## src/hw/rtl/sfd_pkg.sv

```systemverilog
// ----------------------------------------------------------------------------
// sfd_pkg: shared types and constants of the serial frame deframer
// Holds the configuration record, the classified item passed from the parser
// to the result stage, the register indexes and the reset values.
// ----------------------------------------------------------------------------
package sfd_pkg;

  localparam int unsigned SFD_QUEUE_DEPTH = 4;

  localparam logic [7:0] SFD_PREAMBLE_RST  = 8'hFE;
  localparam logic [7:0] SFD_POSTAMBLE_RST = 8'hFD;
  localparam logic [7:0] SFD_ACK_RST       = 8'hFA;
  localparam logic [7:0] SFD_NACK_RST      = 8'hFB;

  typedef enum logic [1:0] {
    CFG_PREAMBLE  = 2'd0,
    CFG_POSTAMBLE = 2'd1,
    CFG_ACK       = 2'd2,
    CFG_NACK      = 2'd3
  } cfg_index_t;

  typedef struct packed {
    logic [7:0] preamble_code;
    logic [7:0] postamble_code;
    logic [7:0] ack_code;
    logic [7:0] nack_code;
  } cfg_t;

  // What the parser decided about one received byte.
  typedef enum logic [2:0] {
    OP_NONE      = 3'd0,
    OP_FWD_FIRST = 3'd1,
    OP_FWD       = 3'd2,
    OP_END_DATA  = 3'd3,
    OP_END_ACK   = 3'd4,
    OP_END_NACK  = 3'd5,
    OP_END_BAD   = 3'd6
  } op_t;

  typedef enum logic [1:0] {
    STATUS_GOOD = 2'd0,
    STATUS_ACK  = 2'd1,
    STATUS_NACK = 2'd2,
    STATUS_BAD  = 2'd3
  } status_t;

  typedef struct packed {
    op_t        op;
    logic [7:0] data;
  } sfd_item_t;

endpackage

```

## src/hw/rtl/sfd_front.sv

```systemverilog
// ----------------------------------------------------------------------------
// sfd_front: frame parser
// Takes one received byte per item, tracks the frame layout and pushes one
// classified item per byte into the queue.
// ----------------------------------------------------------------------------
module sfd_front (
  input  logic              clk,
  input  logic              rst,
  input  sfd_pkg::cfg_t     cfg,
  input  logic              s_tvalid,
  output logic              s_tready,
  input  logic [7:0]        s_tdata,
  output logic              push_valid,
  input  logic              push_ready,
  output sfd_pkg::sfd_item_t push_item
);
  import sfd_pkg::*;

  typedef enum logic [5:0] {
    PH_HUNT1 = 6'b000001,
    PH_HUNT2 = 6'b000010,
    PH_CMD   = 6'b000100,
    PH_LEN   = 6'b001000,
    PH_DATA  = 6'b010000,
    PH_TERM  = 6'b100000
  } phase_t;

  typedef enum logic [1:0] {
    KIND_DATA = 2'd0,
    KIND_ACK  = 2'd1,
    KIND_NACK = 2'd2
  } kind_t;

  phase_t     phase, phase_next;
  kind_t      kind, kind_next;
  logic [7:0] bytes_left, bytes_left_next;
  op_t        op;
  logic       accept;

  assign s_tready   = push_ready;
  assign push_valid = s_tvalid;
  assign accept     = s_tvalid && push_ready;
  assign push_item  = '{op: op, data: s_tdata};

  always_comb begin
    phase_next      = phase;
    kind_next       = kind;
    bytes_left_next = bytes_left;
    op              = OP_NONE;
    unique case (phase)
      PH_HUNT2: begin
        phase_next = (s_tdata == cfg.preamble_code) ? PH_CMD : PH_HUNT1;
      end
      PH_CMD: begin
        // Further preamble bytes keep the parser waiting for the command.
        if (s_tdata != cfg.preamble_code) begin
          if (s_tdata == cfg.ack_code) begin
            kind_next = KIND_ACK;
          end else if (s_tdata == cfg.nack_code) begin
            kind_next = KIND_NACK;
          end else begin
            kind_next = KIND_DATA;
            op        = OP_FWD_FIRST;
          end
          phase_next = PH_LEN;
        end
      end
      PH_LEN: begin
        bytes_left_next = s_tdata;
        if (kind == KIND_DATA) begin
          op = OP_FWD;
        end
        phase_next = (s_tdata == 8'd0) ? PH_TERM : PH_DATA;
      end
      PH_DATA: begin
        if (kind == KIND_DATA) begin
          op = OP_FWD;
        end
        bytes_left_next = bytes_left - 8'd1;
        if (bytes_left == 8'd1) begin
          phase_next = PH_TERM;
        end
      end
      PH_TERM: begin
        if (s_tdata == cfg.postamble_code) begin
          case (kind)
            KIND_DATA: op = OP_END_DATA;
            KIND_ACK:  op = OP_END_ACK;
            default:   op = OP_END_NACK;
          endcase
        end else begin
          op = OP_END_BAD;
        end
        phase_next      = PH_HUNT1;
        bytes_left_next = 8'd0;
      end
      default: begin
        phase_next = (s_tdata == cfg.preamble_code) ? PH_HUNT2 : PH_HUNT1;
      end
    endcase
  end

  always_ff @(posedge clk) begin
    if (rst) begin
      phase      <= PH_HUNT1;
      kind       <= KIND_DATA;
      bytes_left <= 8'd0;
    end else if (accept) begin
      phase      <= phase_next;
      kind       <= kind_next;
      bytes_left <= bytes_left_next;
    end
  end

endmodule

```

## src/hw/rtl/sfd_queue.sv

```systemverilog
// ----------------------------------------------------------------------------
// sfd_queue: short queue between parser and result stage
// Holds classified items so that either side can stall on its own.
// ----------------------------------------------------------------------------
module sfd_queue #(
  parameter int unsigned DEPTH = sfd_pkg::SFD_QUEUE_DEPTH
) (
  input  logic               clk,
  input  logic               rst,
  input  logic               push_valid,
  output logic               push_ready,
  input  sfd_pkg::sfd_item_t push_item,
  output logic               pop_valid,
  input  logic               pop_ready,
  output sfd_pkg::sfd_item_t pop_item
);
  import sfd_pkg::*;

  localparam int unsigned PW = (DEPTH > 2) ? $clog2(DEPTH) : 1;
  localparam int unsigned CW = $clog2(DEPTH + 1);

  sfd_item_t     mem [DEPTH];
  logic [PW-1:0] wr_ptr, rd_ptr;
  logic [CW-1:0] count;
  logic          push, pop;

  assign push_ready = (count != CW'(DEPTH));
  assign pop_valid  = (count != '0);
  assign push       = push_valid && push_ready;
  assign pop        = pop_valid && pop_ready;
  assign pop_item   = mem[rd_ptr];

  always_ff @(posedge clk) begin
    if (push) begin
      mem[wr_ptr] <= push_item;
    end
  end

  always_ff @(posedge clk) begin
    if (rst) begin
      wr_ptr <= '0;
      rd_ptr <= '0;
      count  <= '0;
    end else begin
      if (push) begin
        wr_ptr <= (wr_ptr == PW'(DEPTH - 1)) ? '0 : wr_ptr + PW'(1);
      end
      if (pop) begin
        rd_ptr <= (rd_ptr == PW'(DEPTH - 1)) ? '0 : rd_ptr + PW'(1);
      end
      case ({push, pop})
        2'b10:   count <= count + CW'(1);
        2'b01:   count <= count - CW'(1);
        default: count <= count;
      endcase
    end
  end

  a_count_bound: assert property (@(posedge clk) disable iff (rst)
    count <= CW'(DEPTH))
    else $error("queue fill count beyond depth");

  a_ptr_track: assert property (@(posedge clk) disable iff (rst)
    (count == '0) |-> (wr_ptr == rd_ptr))
    else $error("empty queue with pointers apart");

endmodule

```

## src/hw/rtl/sfd_back.sv

```systemverilog
// ----------------------------------------------------------------------------
// sfd_back: result stage
// Turns each classified item into the result fields and holds them in the
// output register until the downstream side takes them.
// ----------------------------------------------------------------------------
module sfd_back (
  input  logic               clk,
  input  logic               rst,
  input  logic               pop_valid,
  output logic               pop_ready,
  input  sfd_pkg::sfd_item_t pop_item,
  output logic               m_tvalid,
  input  logic               m_tready,
  output logic [15:0]        m_tdata,
  output logic               m_tlast
);
  import sfd_pkg::*;

  logic       load;
  logic       out_valid, out_first, frame_end, release_tx_head;
  logic [7:0] out_byte;
  status_t    frame_status;

  assign pop_ready = !m_tvalid || m_tready;
  assign load      = pop_valid && pop_ready;

  always_comb begin
    out_valid       = 1'b0;
    out_first       = 1'b0;
    out_byte        = 8'd0;
    frame_end       = 1'b0;
    frame_status    = STATUS_GOOD;
    release_tx_head = 1'b0;
    unique case (pop_item.op)
      OP_FWD_FIRST, OP_FWD: begin
        out_valid = 1'b1;
        out_first = (pop_item.op == OP_FWD_FIRST);
        out_byte  = pop_item.data;
      end
      OP_END_DATA, OP_END_ACK: begin
        frame_end       = 1'b1;
        frame_status    = (pop_item.op == OP_END_ACK) ? STATUS_ACK : STATUS_GOOD;
        release_tx_head = 1'b1;
      end
      OP_END_NACK: begin
        frame_end    = 1'b1;
        frame_status = STATUS_NACK;
      end
      OP_END_BAD: begin
        frame_end    = 1'b1;
        frame_status = STATUS_BAD;
      end
      default: begin
      end
    endcase
  end

  always_ff @(posedge clk) begin
    if (rst) begin
      m_tvalid <= 1'b0;
    end else if (pop_ready) begin
      m_tvalid <= pop_valid;
    end
  end

  always_ff @(posedge clk) begin
    if (load) begin
      m_tdata <= {3'b000, release_tx_head, frame_status, out_first, out_byte, out_valid};
      m_tlast <= frame_end;
    end
  end

  a_fwd_not_end: assert property (@(posedge clk) disable iff (rst)
    m_tvalid |-> !(m_tdata[0] && m_tlast))
    else $error("forwarded byte marked as frame end");

  a_release_at_end: assert property (@(posedge clk) disable iff (rst)
    (m_tvalid && m_tdata[12]) |-> (m_tlast && m_tdata[11:10] != STATUS_NACK
                                   && m_tdata[11:10] != STATUS_BAD))
    else $error("release outside a good frame end");

  a_status_at_end: assert property (@(posedge clk) disable iff (rst)
    (m_tvalid && !m_tlast) |-> (m_tdata[11:10] == STATUS_GOOD && !m_tdata[12]))
    else $error("status or release without frame end");

endmodule

```

## src/hw/rtl/serial_frame_deframer_ack.sv

```systemverilog
// ----------------------------------------------------------------------------
// serial_frame_deframer_ack: length-prefixed frame deframer with ACK handling
//
//   Channel  Direction  Signals                      Content
//   s_*      in         s_tvalid s_tready s_tdata    one received byte
//   m_*      out        m_tvalid m_tready m_tdata    one result per byte
//                       m_tlast                      frame end
//   cfg_*    in         cfg_we cfg_index cfg_data    register writes
//
// One byte is taken per cycle while s_tready is high; its result passes
// through the queue and then the output register.
// The queue lets the parser keep accepting bytes while the output is
// stalled; s_tready falls only when the queue is full.
// Reset restores the register defaults and puts the parser in hunting.
// ----------------------------------------------------------------------------
module serial_frame_deframer_ack #(
  parameter int unsigned QUEUE_DEPTH = sfd_pkg::SFD_QUEUE_DEPTH
) (
  input  logic        clk,
  input  logic        rst,
  input  logic        s_tvalid,
  output logic        s_tready,
  input  logic [7:0]  s_tdata,   // [7:0] rx_byte
  output logic        m_tvalid,
  input  logic        m_tready,
  // [0] out_valid, [8:1] out_byte, [9] out_first, [11:10] frame_status,
  // [12] release_tx_head, [15:13] zero
  output logic [15:0] m_tdata,
  output logic        m_tlast,   // frame_end
  input  logic        cfg_we,
  input  logic [1:0]  cfg_index,
  input  logic [7:0]  cfg_data
);
  import sfd_pkg::*;

  cfg_t      cfg;
  logic      push_valid, push_ready, pop_valid, pop_ready;
  sfd_item_t push_item, pop_item;

  always_ff @(posedge clk) begin
    if (rst) begin
      cfg.preamble_code  <= SFD_PREAMBLE_RST;
      cfg.postamble_code <= SFD_POSTAMBLE_RST;
      cfg.ack_code       <= SFD_ACK_RST;
      cfg.nack_code      <= SFD_NACK_RST;
    end else if (cfg_we) begin
      unique case (cfg_index_t'(cfg_index))
        CFG_PREAMBLE:  cfg.preamble_code  <= cfg_data;
        CFG_POSTAMBLE: cfg.postamble_code <= cfg_data;
        CFG_ACK:       cfg.ack_code       <= cfg_data;
        CFG_NACK:      cfg.nack_code      <= cfg_data;
        default: begin
        end
      endcase
    end
  end

  sfd_front u_front (
    .clk        (clk),
    .rst        (rst),
    .cfg        (cfg),
    .s_tvalid   (s_tvalid),
    .s_tready   (s_tready),
    .s_tdata    (s_tdata),
    .push_valid (push_valid),
    .push_ready (push_ready),
    .push_item  (push_item)
  );

  sfd_queue #(
    .DEPTH (QUEUE_DEPTH)
  ) u_queue (
    .clk        (clk),
    .rst        (rst),
    .push_valid (push_valid),
    .push_ready (push_ready),
    .push_item  (push_item),
    .pop_valid  (pop_valid),
    .pop_ready  (pop_ready),
    .pop_item   (pop_item)
  );

  sfd_back u_back (
    .clk       (clk),
    .rst       (rst),
    .pop_valid (pop_valid),
    .pop_ready (pop_ready),
    .pop_item  (pop_item),
    .m_tvalid  (m_tvalid),
    .m_tready  (m_tready),
    .m_tdata   (m_tdata),
    .m_tlast   (m_tlast)
  );

endmodule
```

## config.mk

```make
export PLATFORM = sky130hd
export DESIGN_NAME = serial_frame_deframer_ack
export DESIGN_NICKNAME = d
export VERILOG_FILES = /design/src/hw/rtl/sfd_pkg.sv /design/src/hw/rtl/sfd_front.sv /design/src/hw/rtl/sfd_queue.sv /design/src/hw/rtl/sfd_back.sv /design/src/hw/rtl/serial_frame_deframer_ack.sv
export SDC_FILE = /design/constraint.sdc
export NUM_CORES = 1
export LEC_CHECK = 0
export ABC_AREA = 0
export BUFFER_PORTS_ARGS = -buffer_cell sky130_fd_sc_hd__clkbuf_2
export CAP_MARGIN = 40
export CORE_MARGIN = 5
export CORE_UTILIZATION = 50
export CTS_CLUSTER_SIZE = 24
export DETAILED_ROUTE_END_ITERATION = 16
export PLACE_DENSITY = 0.64
export SLEW_MARGIN = 20
export SYNTH_ARGS = -nofsm -noshare
export SYNTH_HDL_FRONTEND = slang
export SYNTH_HIERARCHICAL = 1
export SYNTH_SLANG_ARGS = --single-unit
```

## constraint.sdc

```tcl
create_clock -name clk -period 3.2 [get_ports clk]
set_clock_uncertainty 0.05 [all_clocks]
set_input_delay 0 -clock clk [delete_from_list [all_inputs] [get_ports clk]]
set_output_delay 0 -clock clk [all_outputs]
set_load 0.05 [all_outputs]
```

==> results.json <==
{
  "status": "completed",
  "utilization": 0.605,
  "wire_per_inst_um": 16.4,
  "crit_path_start_kind": "flip-flop",
  "finalWeightedCongestion": 0.821,
  "critPathKind": "flip-flop to flip-flop",
  "grt_pass1_vias": 3711,
  "power_leakage_uw": 0.00240,
  "crit_required_ns": 3.57,
  "hold_path_class": "input port to flip-flop",
  "critical_path.slowest_cell": "or3b_1",
  "final_cell_mix": "60 x nor2_1, 58 x dfxtp_1, 58 x edfxtp_1",
  "cts_tree": "built",
  "die_area_um2": 12900,
  "period_needed_ns": 2.60,
  "dr_wl_met2_um": 5580,
  "period_share": 0.812,
  "vias_per_cell": 5.39,
  "routed.top_layer": "met4",
  "path_clk_slew_ns": 0.05,
  "hold_depth": 2,
  "cts_buffers": 17,
  "ant_nets": 0,
  "dr_wl_met3_um": 498,
  "synth_edf_count": 58,
  "drive_above_1_share": 0.178,
  "cp-end-kind": "flip-flop",
  "grt-ovfl-total": 0,
  "clock_latency_ns": 0.49,
  "wl_um": 10800,
  "antenna_found_initial": 0,
  "fmax_mhz": 385,
  "rows": 37,
  "worstPathArrival_ns": 2.96,
  "synth_seq_cells": 116,
  "num_vias": 3545,
  "grt_max_degree": 34,
  "drc": 0,
  "ys_seq_area_frac": 0.540,
  "start_util": 0.517,
  "post_cts.resized_instances": 0,
  "grt_util_all_layers": 0.178,
  "peakVddDrop_mv": 0.488,
  "cp_cell_sequence": "or3b_1 > nand2_2 > ha_1 > inv_1 > fa_1 > xor2_1 > or3_2 > a21oi_1",
  "critical_path.max_stage_delay_ns": 0.53,
  "slew_violations": 0,
  "hpwlAfterDp_um": 7150,
  "cts_setup_buffers": 0,
  "slew_headroom": 0.598,
  "final_common_cell": "nor2_1",
  "diodes": 0,
  "drv_cap": 0,
  "synth_ff_type": "edfxtp_1",
  "portBuffers": 38,
  "drt_pre_antenna_iters": 5,
  "core_area_um2": 10400,
  "grt_first_pass_wirelength_um": 18000,
  "fp.dieH_um": 114,
  "yosys.cell_types.count": 62,
  "cts.path.max_buffers": 2,
  "cts_sinks": 116,
  "async_flop_share": 0,
  "finalHoldViolCount": 0,
  "ios": 42,
  "fp.dieW_um": 114,
  "rsz0062_at_grt": "no",
  "synthCells": 463,
  "fin_setup_tns_ns": 0,
  "drtIter0Drc": 203,
  "critPathMaxFanout": 11,
  "yosysWarnings": 6,
  "ff2ff_path_depth": 8,
  "setup_viol_count_final": 0,
  "nNetsFinal": 542,
  "tightestPinTransition_ns": 0.603,
  "power_density_nw_per_um2": 765,
  "cts-root-buf": "clkbuf_8",
  "synthToLayoutAreaGrowth_pct": 17.2,
  "cts_max_level": 4,
  "wl_met1_um": 4610,
  "syn_area_um2": 5380,
  "hold_buffers": 22,
  "avgSynthCellArea_um2": 11.6
}
## routing by layer
metal  track usage  vias to the layer above
met4        0.0657                        0
met1         0.211                     1715
met2         0.311                       80
met3        0.0435                        8
li1              -                     1742
met5             0                        -
## logic make-up after synthesis
| logic type | share of synthesized area |
|---|---|
| and+or+nand+nor | 0.154 |
| xor gates and xnor gates | 0.0633 |
| buffers and inverters | 0.0472 |
| other | 0.000697 |
| adders and majority gates | 0.0223 |
| AOI/OAI and AO/OA | 0.0593 |
| DFF | 0.540 |
| muxes | 0.113 |
## path summary, 6_finish.rpt
kind	from	endpoint	slack, ns
worst min-delay path	rst	u_queue/count[1]$_SDFFE_PP0P_	0.03
worst max-delay path	u_queue/count[2]$_SDFFE_PP0P_	u_queue/count[2]$_SDFFE_PP0P_	0.60
worst min register to register	cfg[8]$_SDFFE_PP0P_	cfg[8]$_SDFFE_PP0P_	0.44
worst max register to register	u_queue/count[2]$_SDFFE_PP0P_	u_queue/count[2]$_SDFFE_PP0P_	0.60
## critical path: cells and delay by family (launching register included)
family	cells	cell delay [ns]
DFF	1	0.37
and+or+nand+nor	3	1.12
adders and majority gates	2	0.61
xor gates and xnor gates	1	0.15
AOI/OAI and AO/OA	1	0.15
buffers and inverters	1	0.07
## metrics by stage
stage | worst slack, ns | total power (uW) | hold slack, ns | cells | cell area [um^2]
6_report | 0.603 | 4820 | 0.0299 | 658 | 6300
5_1_grt | 0.462 | 5070 | 0.0728 | 658 | 6300
4_1_cts | 0.601 | 4880 | 0.00837 | 658 | 6300
3_5_place_dp | 0.606 | 3210 | 0.221 | 605 | 5570
3_3_place_gp | 0.702 | 3180 | 0.214 | 605 | 5570
2_1_floorplan | 0.829 | 2960 | 0.0191 | 465 | 5390
## power by group
part	internal, uW	switching, uW	leakage [uW]
sequential	1840	95.6	0.00101
clock	1010	625	0.000244
combinational	417	837	0.00114
total	3270	1560	0.00240
## cell type report
type | instances | area, um^2
Fill cell | 848 | 4110
Sequential cell | 116 | 2900
Tap cell | 136 | 170
Inverter | 14 | 52.6
Clock buffer | 20 | 425
Timing Repair Buffer | 63 | 433
Clock inverter | 11 | 88.8
Multi-Input combinational cell | 298 | 2230
## flip-flops by register name, summed over array words and instances (netlist names), named ones only
register / cells
cfg: 32
u_back/m_tdata: 13
u_back/m_tlast: 1
u_back/m_tvalid: 1
u_front/bytes_left: 8
u_front/kind: 2
u_front/phase: 6
u_queue/count: 3
u_queue/mem: 44
u_queue/rd_ptr: 2
u_queue/wr_ptr: 2
## Yosys cell counts, types with 11 or more instances
library cell  count  area (um^2)
xor2_1           36          315
clkbuf_1         16         60.1
dfxtp_1          58         1160
inv_1            14         52.6
a21oi_1          14         70.1
nand2_1          18         67.6
nand2b_1         12         75.1
buf_4            13         97.6
nor2_1           60          225
nor3b_1          11         82.6
mux4_2           11          248
edfxtp_1         58         1740
mux2i_1          35          350
nor4_1           12         75.1
(Power assumes the default switching activity.)
